`config.mk`:
```
export PLATFORM = sky130hd
export DESIGN_NAME = bfc_front
export DESIGN_NICKNAME = d
export VERILOG_FILES = /design/src/hw/rtl/bfc_pkg.sv /design/src/hw/rtl/bfc_front.sv
export SDC_FILE = /design/constraint.sdc
export NUM_CORES = 1
export LEC_CHECK = 0
export BUFFER_PORTS_ARGS = -buffer_cell sky130_fd_sc_hd__buf_2
export CORE_MARGIN = 2
export CORE_UTILIZATION = 44
export DETAILED_ROUTE_END_ITERATION = 8
export GPL_TIMING_DRIVEN = 0
export PLACE_DENSITY_LB_ADDON = 0.08
export SKIP_CTS_REPAIR_TIMING = 1
export SLEW_MARGIN = 20
export SYNTH_ARGS = -nofsm -noshare
export SYNTH_HDL_FRONTEND = slang
export SYNTH_SLANG_ARGS = --single-unit
export TNS_END_PERCENT = 50
```
`constraint.sdc`:
```
create_clock -name clk_i -period 21.9 [get_ports clk_i]
set_input_delay 4.38 -clock clk_i [delete_from_list [all_inputs] [get_ports clk_i]]
set_output_delay 4.38 -clock clk_i [all_outputs]
set_load 0.02 [all_outputs]
```
`src/hw/rtl/bfc_pkg.sv`:
```
// Shared types, register codes and defaults for the box frustum cull block.
// No dependencies; every other file of the block imports it.
package bfc_pkg;

  localparam int DefFracBits = 16;
  localparam int CfgIdxW     = 3;
  localparam int CfgDataW    = 64;

  // Configuration register indexes
  typedef enum logic [CfgIdxW-1:0] {
    REG_MAT_A  = 3'd0,
    REG_MAT_B  = 3'd1,
    REG_MAT_C  = 3'd2,
    REG_MAT_D  = 3'd3,
    REG_MAT_E  = 3'd4,
    REG_MAT_F  = 3'd5,
    REG_NEAR   = 3'd6,
    REG_SCALES = 3'd7
  } cfg_reg_e;

  localparam logic [63:0] MatDiagReset = 64'd65536;
  localparam logic [30:0] NearReset    = 31'd6554;

  // One queued box: corners plus per-axis extent magnitude
  typedef struct packed {
    logic [2:0][31:0] mn;
    logic [2:0][31:0] mx;
    logic [2:0][31:0] ext;
  } box_t;

  // Decoded configuration, near already forced to at least one step
  typedef struct packed {
    logic [2:0][2:0][31:0] m;
    logic [2:0][31:0]      tr;
    logic [31:0]           near;
    logic [31:0]           sx;
    logic [31:0]           sy;
  } cfg_t;

  // Per-corner control that rides along the back pipeline
  typedef struct packed {
    logic valid;
    logic first;
    logic last;
    logic unpulled;
  } tag_t;

endpackage

```
`src/hw/rtl/bfc_front.sv`:
```
// Front end: accepts boxes, works out the axis extents and queues them.
// Depends on bfc_pkg.
module bfc_front (
  input  logic                    clk_i,
  input  logic                    rst_ni,
  input  logic                    in_valid_i,
  output logic                    in_ready_o,
  input  logic [2:0][31:0]        mn_i,
  input  logic [2:0][31:0]        mx_i,
  output logic                    entry_valid_o,
  output bfc_pkg::box_t           entry_o,
  input  logic                    pop_i
);
  import bfc_pkg::*;

  box_t        mem_q [2];
  logic        wr_q, rd_q;
  logic [1:0]  cnt_q;
  logic        push;
  box_t        box_new;

  // Form extents as |max - min|
  always_comb begin
    logic signed [32:0] diff;
    box_new.mn = mn_i;
    box_new.mx = mx_i;
    for (int k = 0; k < 3; k++) begin
      diff = $signed({mx_i[k][31], mx_i[k]}) - $signed({mn_i[k][31], mn_i[k]});
      box_new.ext[k] = diff[32] ? 32'(-diff) : diff[31:0];
    end
  end

  assign in_ready_o    = (cnt_q != 2'd2);
  assign push          = in_valid_i && in_ready_o;
  assign entry_valid_o = (cnt_q != 2'd0);
  assign entry_o       = mem_q[rd_q];

  // Advance pointers and fill count
  always_ff @(posedge clk_i or negedge rst_ni) begin
    if (!rst_ni) begin
      wr_q  <= 1'b0;
      rd_q  <= 1'b0;
      cnt_q <= 2'd0;
    end else begin
      if (push) wr_q <= ~wr_q;
      if (pop_i) rd_q <= ~rd_q;
      cnt_q <= cnt_q + {1'b0, push} - {1'b0, pop_i};
    end
  end

  // Store the transaction
  always_ff @(posedge clk_i) begin
    if (push) mem_q[wr_q] <= box_new;
  end

endmodule

```
==> results.cfg, run 1 <==
[global_routing]
overflow = 0
grt_pass1_vias = 18965
grt_start_max_net_pins = 49
grt_pass1_wl_um = 108000
grt_use_total_pct = 20.4
antenna_found_initial = 1

[drt]
drt_iter0_drc = 1308
vias = 19058
postRouteAntennaNets = 0
wire_per_inst_um = 19.9
routed_wirelength_um = 71200
first_pass_iters = 8
drcViolationCount = 0
drt-vias-per-instance = 5.32

[logic_synthesis]
ys_seq_area_share_pct = 60.2
yosys_register_bits = 580
synth_top_cell_area_share_pct = 59.8
yosysUniqueCellTypes = 93
synth_edf_count = 576
synth_top_area_cell = edfxtp_1
avgSynthCellArea_sq_um = 13.7
postSynthCellCount = 2109
synth_area_leaders = edfxtp_1 60%, mux2_2 11%, ha_1 4.4%
syn-num-nets = 2409
synthArstFlopShare_pct = 0.690
netlist_area_sq_um = 28900
synthFlopType = edfxtp_1
ys.warnings.count = 0

[timing]
fin_crit_sh_pct = 38.7
finalSetupViolCount = 0
worst_pin_slew_ns = 0.985
hold_viol_final = 0
finalMaxSlewViolations = 0
fin_hold_ws_ns = 0.533
fin_skew_ns = 0.0147
tns_ns = 0
grt_setup_unrepaired = false
max_slew_margin_pct = 32.7
period_minus_slack_ns = 8.48
fmax_mhz = 118

[floorplanning]
ios = 486
die_w_um = 260
initial_core_util_pct = 44.7
dieHeight_um = 260
rows = 93
coreArea_sq_um = 64700
dieArea_sq_um = 67800

[worst_setup_path]
reg2reg_to = mem_q[1][156]
ff2ff_path_depth = 5
reg2reg_slack_ns = 19.50
critPathLaunchType = input pin
cp_data_arrival_time_ns = 8.83
path_class = in -> reg
crit_path_end_kind = flop
r2r-start = cnt_q[1]
crit_fanout = 10
worstPathRequired_ns = 22.25

[hold_path]
min_to = cnt_q[0]
hold_path.class = reg -> reg
hold_depth = 1
min_from = cnt_q[0]

[clocking]
h-tree-depth = 2
clockBufferDepth = 3
clock_latency_ns = 0.62
path_clk_slew_ns = 0.06
cts-root-buf = clkbuf_16
cts_made_buffers = 60
cts_tree = yes
clkSinkCount = 580

[pwr]
vdd_drop_max_mv = 0.0692
power_density_nw_per_um2 = 124
power.leakage_uw = 0.0135

[cells_and_area]
fin_nets = 2977
multiInputGateArea_sq_um = 10700
register_area_sq_um = 17400
num-fill-cells = 5602
layout-drive-gt1-share_pct = 34.6
final_util_pct = 53.8
layout_commonest_cell = edfxtp_1
final_cell_mix = 576 x edfxtp_1, 493 x buf_2, 289 x mux2_2
synthToLayoutAreaGrowth_pct = 20.4

[run_status]
status = completed

[place]
dp_hpwl_um = 54100
finalWeightedCongestion = 0.954
numPortBuffers = 485

[run]
drv_cap = 0
-- worst max-delay path by stage --
stage,startpoint,end,slack [ns],cells after the start
detailed placement,mx_i[64],mem_q[1][89],12.81,17
floorplan,in_valid_i,mem_q[0][0],4.55,2
global route,mx_i[64],mem_q[0][89],12.95,17
finish,mx_i[64],mem_q[1][89],13.42,17
CTS,mx_i[64],mem_q[1][89],13.47,17
global placement,in_valid_i,mem_q[0][133],-2.91,3
-- flip-flops by register name, summed over array words and instances, names as in the netlist --
signal / flops
cnt_q: 2
mem_q: 576
rd_q: 1
wr_q: 1
-- metal layers --
layer	track usage, %	vias to the layer above	part of all wire (%)
li1	-	9117	-
met1	26.7	9270	43
met2	34.5	577	49
met3	4.54	94	6.6
met4	5.13	0	2.2
met5	0	-	0
-- critical path, stage by stage --
cell and delay, ns:
buf_2 0.13, inv_1 0.06, ha_1 0.16, inv_1 0.06, fa_1 0.41, a21o_1 0.22, a311o_1 0.42, a41oi_1 0.20
o21ai_0 0.29, o2111ai_1 0.34, a31oi_1 0.14, o21ai_0 0.29, a21boi_0 0.19, o31ai_1 0.80, buf_2 0.39, o21ai_0 0.15
xnor2_1 0.19
-- synthesized netlist by cell type, types with 5 or more instances --
cell and instances:
edfxtp_1 576, mux2_2 289, inv_1 130, a21oi_1 111, xnor2_1 111, ha_1 101
nor2_1 90, nand2_1 81, o21ai_0 71, xor2_1 63, clkbuf_1 55, a21o_1 44
nand3_1 29, a31oi_1 24, nor3_1 21, and3_1 19, nand4_1 18, a211oi_1 15
o21a_1 15, nand2b_1 12, nor2b_1 12, o21bai_1 12, or2_2 12, and2_1 11
o31ai_1 10, o211ai_1 9, buf_1 8, buf_2 8, o41ai_1 8, and4_1 7
a21boi_0 6, a31o_2 6, nor3b_1 6, a2111oi_0 5, a41oi_1 5, buf_6 5
nor4_1 5, o211a_1 5
-- kinds of logic (layout without fill, tap and decap cells) --
| logic type | count (synthesis) | after routing | share of synthesized area [%] |
|---|---|---|---|
| AO/OA/AOI/OAI | 397 | 397 | 9.24 |
| XOR/XNOR | 174 | 174 | 5.27 |
| adder cells (fa/ha/maj) | 104 | 104 | 4.58 |
| buffers and inverters | 209 | 825 | 2.96 |
| flip-flops | 580 | 580 | 60.2 |
| multiplexers | 292 | 292 | 11.4 |
| other | 0 | 1 | 0 |
| AND/OR/NAND/NOR | 353 | 353 | 6.39 |
-- report_power, final --
group | total (uW) | switching (uW) | internal [uW]
clock | 971 | 414 | 557
combinational | 1710 | 1070 | 643
sequential | 1620 | 50.5 | 1570
total | 4300 | 1540 | 2770
-- area by class of cell --
| cell class | count | share of cell area [%] |
|---|---|---|
| Antenna cell | 1 | 0.00719 |
| Buffer | 79 | 1.06 |
| Clock buffer | 80 | 4.59 |
| Clock inverter | 30 | 0.737 |
| Inverter | 130 | 1.40 |
| Multi-Input combinational cell | 1320 | 30.6 |
| Sequential cell | 580 | 50.0 |
| Tap cell | 855 | 3.07 |
| Timing Repair Buffer | 506 | 8.51 |
-- stage by stage --
stage	cell area, sq um	total power, uW	instances	worst slack (ns)
floorplan	28900	2840	2109	4.55
global placement	32400	3460	3449	-2.91
CTS	34800	4360	3580	13.47
finish	34800	4300	3581	13.42
detailed placement	32900	3380	3470	12.81
global route	34800	4520	3580	12.95
No activity file was read; power rests on OpenSTA's default activity.
==> run 2, diff against run 1 <==
==> constraint.sdc (replaced) <==
create_clock -name clk_i -period 7.4 [get_ports clk_i]
set_input_delay 1.48 -clock clk_i [delete_from_list [all_inputs] [get_ports clk_i]]
set_output_delay 1.48 -clock clk_i [all_outputs]
set_load 0.02 [all_outputs]
==> run 2 against run 1 <==
  * Register-to-register slack got worse by 14 ns
  * Non-clock buffer count unchanged
  * Cell area hardly changed
  * Die area is the same
  * First-iteration DRC count fell by 18%
  * Clock skew decreased by 0.0024 ns
  * Routed wire length increased by 0.25%
  * Setup slack worse by 12 ns
  * Largest cell class unchanged
==> results.cfg, run 2 (same netlist as run 1, synthesis figures left out) <==
[timing]
finalSetupViolCount = 0
fin_skew_ns = 0.0123
worst_slack_ns = 1.84
fin_hold_ws_ns = 0.539
hold_viol_final = 0
fmax_mhz = 180
finalMaxSlewViolations = 0
max_slew_margin_pct = 35.8
worst_pin_slew_ns = 0.954
fin_crit_sh_pct = 75.2
tns_ns = 0
grt_setup_unrepaired = false
period_minus_slack_ns = 5.56

[drt]
drt_iter0_drc = 1073
drt-vias-per-instance = 5.34
wire_per_inst_um = 20.0
drcViolationCount = 0
first_pass_iters = 5
routed_wirelength_um = 71400
vias = 19097
postRouteAntennaNets = 0

[worst_setup_path]
path_class = in -> reg
critPathLaunchType = input pin
worstPathRequired_ns = 7.75
crit_fanout = 10
ff2ff_path_depth = 7
crit_path_end_kind = flop
cp_data_arrival_time_ns = 5.91

[floorplanning]
dieArea_sq_um = 67800
dieHeight_um = 260
rows = 93
ios = 486
initial_core_util_pct = 44.7
coreArea_sq_um = 64700
die_w_um = 260

[global_routing]
grt_start_max_net_pins = 52
grt_use_total_pct = 20.6
grt_pass1_wl_um = 109000
antenna_found_initial = 0
grt_pass1_vias = 19379
overflow = 0

[pwr]
power_frac_clock_pct = 22.9
p_sw_uw = 4560
seq_power_share_pct = 37.4
switching_share_pct = 35.6
vdd_drop_max_mv = 0.228
power_density_nw_per_um2 = 367
internal_power_uw = 8240
power.leakage_uw = 0.0135
p_comb_share_pct = 39.7

[clocking]
path_clk_slew_ns = 0.06
h-tree-depth = 2
clock_latency_ns = 0.62
clockBufferDepth = 3
clkSinkCount = 580
cts_tree = yes
cts-root-buf = clkbuf_16
cts_made_buffers = 61

[run_status]
status = completed

[place]
place_inst = 3470
numPortBuffers = 485
finalWeightedCongestion = 0.943
dp_slack_ns = 1.29
dp_hpwl_um = 54400

[cells_and_area]
n_antenna_cell = 0
num-fill-cells = 5608
layout_commonest_cell = edfxtp_1
multiInputGateArea_sq_um = 10700
register_area_sq_um = 17400
regMostFlops = mem_q
final_cell_mix = 576 x edfxtp_1, 493 x buf_2, 289 x mux2_2
fin_nets = 2978
layout.cells.non_filler = 3576
layout-drive-gt1-share_pct = 34.7
synthToLayoutAreaGrowth_pct = 20.5
largest_register_ffs = 576
top_regs = mem_q (576), cnt_q (2)

[hold_path]
hold_depth = 1
hold_path.class = reg -> reg

[run]
drv_cap = 0
[run 2: cell types whose count changed in the layout (fill, tap and decap cells not counted), sizes merged]
cell / before / now
inv: 132 / 130
clkinv: 24 / 29
clkbuf: 137 / 126
bufinv: 4 / 6
diode: 1 / 0
clkinvlp: 0 / 2
[run 2: path summary, 6_finish.rpt]
path	slack, ns	endpoint	start
max	1.84	mem_q[1][89]	mx_i[64]
min	0.54	cnt_q[0]	cnt_q[0]
max reg2reg	5.01	mem_q[0][229]	cnt_q[1]
min reg2reg	0.54	cnt_q[0]	cnt_q[0]
max in group asynchronous	6.61	rd_q	rst_ni
min in group asynchronous	0.67	cnt_q[0]	rst_ni
[run 2: stage by stage]
| stage | total power (uW) | utilization, % | area, sq um |
|---|---|---|---|
| finish | 12800 | 53.8 | 34800 |
| floorplan | 8270 | - | 28900 |
| global placement | 10000 | 50.1 | 32400 |
| CTS | 13000 | 53.8 | 34800 |
| detailed placement | 10000 | 50.9 | 32900 |
| global route | 13400 | 53.8 | 34800 |
[run 2: layout make-up]
type,count,area share (%)
plain buffers,79,1.06
flip-flops and latches,580,49.9
clock inverters,37,0.945
clock buffers,69,4.47
well taps,855,3.07
repair buffers,506,8.50
inverters,130,1.40
multi-input cells,1320,30.6
[run 2: worst max-delay path, stage by stage]
cell and delay [ns]:
buf_2 0.13, inv_1 0.06, ha_1 0.15, inv_1 0.05
fa_1 0.40, a21o_1 0.22, a311o_1 0.43, a41oi_1 0.21
o21ai_0 0.31, o2111ai_1 0.36, a31oi_1 0.16, o21ai_0 0.23
a21boi_0 0.18, o31ai_1 0.83, buf_2 0.38, o21ai_0 0.15
xnor2_1 0.18
[run 2: metal layers]
metal  vias to the layer above  track usage (%)  part of all wire (%)
met3                       128             4.63                   6.8
met2                       586             33.8                    47
met5                         -                0                     0
met1                      9276             26.6                    42
met4                         0             7.75                   3.7
li1                       9107                -                     -
[run 2: power groups by stage]
stage               combinational [uW]  sequential [uW]  clock [uW]
finish                            5080             4780        2940
global route                      5460             4850        3130
CTS                               5170             4790        3010
detailed placement                5150             4860           0
global placement                  4870             5160           0
floorplan                         3260             5010           0
==> run 3, diff against run 2 <==
==> constraint.sdc (replaced) <==
create_clock -name clk_i -period 4.9 [get_ports clk_i]
set_input_delay 0.98 -clock clk_i [delete_from_list [all_inputs] [get_ports clk_i]]
set_output_delay 0.98 -clock clk_i [all_outputs]
set_load 0.02 [all_outputs]
==> run 3 against run 2 <==
  * Cell count up 0.20%
  * Highest routed layer unchanged
  * Sequential share of layout area down 0.29 points
  * Die area unchanged
  * Hold slack worse by 0.35 ns
  * Power up 53%
  * Sequential cell count unchanged
==> results.cfg, run 3 (same netlist as run 1, synthesis figures left out) <==
[timing]
fin_skew_ns = 0.0106
fin_hold_ws_ns = 0.190
fmax_mhz = 213
worst_slack_ns = 0.197
period_minus_slack_ns = 4.70
grt_setup_unrepaired = true
max_slew_margin_pct = 23.1
tns_ns = 0
finalSetupViolCount = 0
fin_crit_sh_pct = 96.0
hold_viol_final = 0
worst_pin_slew_ns = 1.12
finalMaxSlewViolations = 0

[global_routing]
grt_use_met2_pct = 34.4
grt_use_met3_pct = 4.55
grt_use_total_pct = 20.7
antenna_found_initial = 1
grt_pass1_wl_um = 109000
grt_pass1_vias = 19309
overflow = 0
grt_busiest_layer = met2
grt_start_max_net_pins = 51
grtUsageMet1_pct = 26.9

[floorplanning]
ios = 486
initial_core_util_pct = 44.7
rows = 93
die_w_um = 260
coreArea_sq_um = 64700
dieHeight_um = 260
dieArea_sq_um = 67800

[pwr]
vdd_drop_max_mv = 0.312
power_uw = 19600
power_density_nw_per_um2 = 561
power.leakage_uw = 0.0136

[clocking]
path_clk_slew_ns = 0.06
clkSinkCount = 580
h-tree-depth = 3
clockBufferDepth = 3
clock_latency_ns = 0.58
cts-root-buf = clkbuf_16
cts_tree = yes
cts_made_buffers = 66

[cells_and_area]
top_regs = mem_q (576), cnt_q (2)
regMostFlops = mem_q
layout_commonest_cell = edfxtp_1
largest_register_ffs = 576
layout-drive-gt1-share_pct = 35.0
final_area_sq_um = 35000
fin_nets = 2983
n_antenna_cell = 0
synthToLayoutAreaGrowth_pct = 21.2
final_cell_mix = 576 x edfxtp_1, 493 x buf_2, 289 x mux2_2

[worst_setup_path]
cp_data_arrival_time_ns = 5.01
crit_fanout = 5
worstPathRequired_ns = 5.21
path_class = in -> reg
critPathLaunchType = input pin
crit_path_end_kind = flop
reg2reg_slack_ns = 2.32

[drt]
vias = 19205
drt-vias-per-instance = 5.36
postRouteAntennaNets = 0
routed_wirelength_um = 71900
wire_per_inst_um = 20.1
drcViolationCount = 0
drt_iter0_drc = 1368
first_pass_iters = 6

[hold_path]
hold_path.class = in -> async

[place]
finalWeightedCongestion = 0.952
dp_hpwl_um = 54300
place_area_sq_um = 32900
numPortBuffers = 485
dp_slack_ns = -0.694

[run]
drv_cap = 0

[run_status]
status = completed
## run 3: metrics by stage
step / util, % / std cells
final: 54.2 / 3583
after global placement: 50.1 / 3449
after detailed placement: 50.9 / 3470
after global routing: 54.2 / 3583
after floorplan: - / 2109
after CTS: 54.1 / 3583
## run 3: critical path, cell delays in order
cell	delay [ns]
buf_2	0.12
inv_1	0.05
ha_1	0.35
o21a_1	0.17
o311ai_1	0.17
a2111oi_0	1.03
nor3_2	0.14
xnor2_1	0.26
or4_4	0.58
nor3_1	0.38
nand3b_1	0.26
nor2_1	0.25
a21oi_1	0.11
xor2_1	0.17
## run 3: path summary, 6_finish.rpt
kind,cells after the start,to,from
min in group clk_i,1,cnt_q[0],cnt_q[0]
min,1,cnt_q[1],rst_ni
min reg2reg,1,cnt_q[0],cnt_q[0]
max in group asynchronous,1,rd_q,rst_ni
max,14,mem_q[1][58],mn_i[35]
max reg2reg,5,mem_q[1][229],cnt_q[0]
## run 3: cell type report
| class | instances | area, sq um |
|---|---|---|
| clock buffer | 86 | 1830 |
| multi-input combinational | 1320 | 10700 |
| fill | 5600 | 29700 |
| sequential | 580 | 17400 |
| tap | 855 | 1070 |
| clock inverter | 27 | 236 |
| buffer | 79 | 372 |
| inverter | 130 | 488 |
| timing repair buffer | 506 | 2930 |
## run 3: routing by layer
layer / routed length (um) / part of all wire (%) / vias to the layer above
li1: - / - / 9118
met1: 30800 / 43 / 9371
met2: 34300 / 48 / 613
met3: 4940 / 6.9 / 103
met4: 1930 / 2.7 / 0
met5: 0 / 0 / -
## run 3: where the power goes
part | switching [uW] | internal (uW) | total [uW]
clock network | 1910 | 2840 | 4740
logic | 4820 | 2860 | 7670
registers | 224 | 7000 | 7230
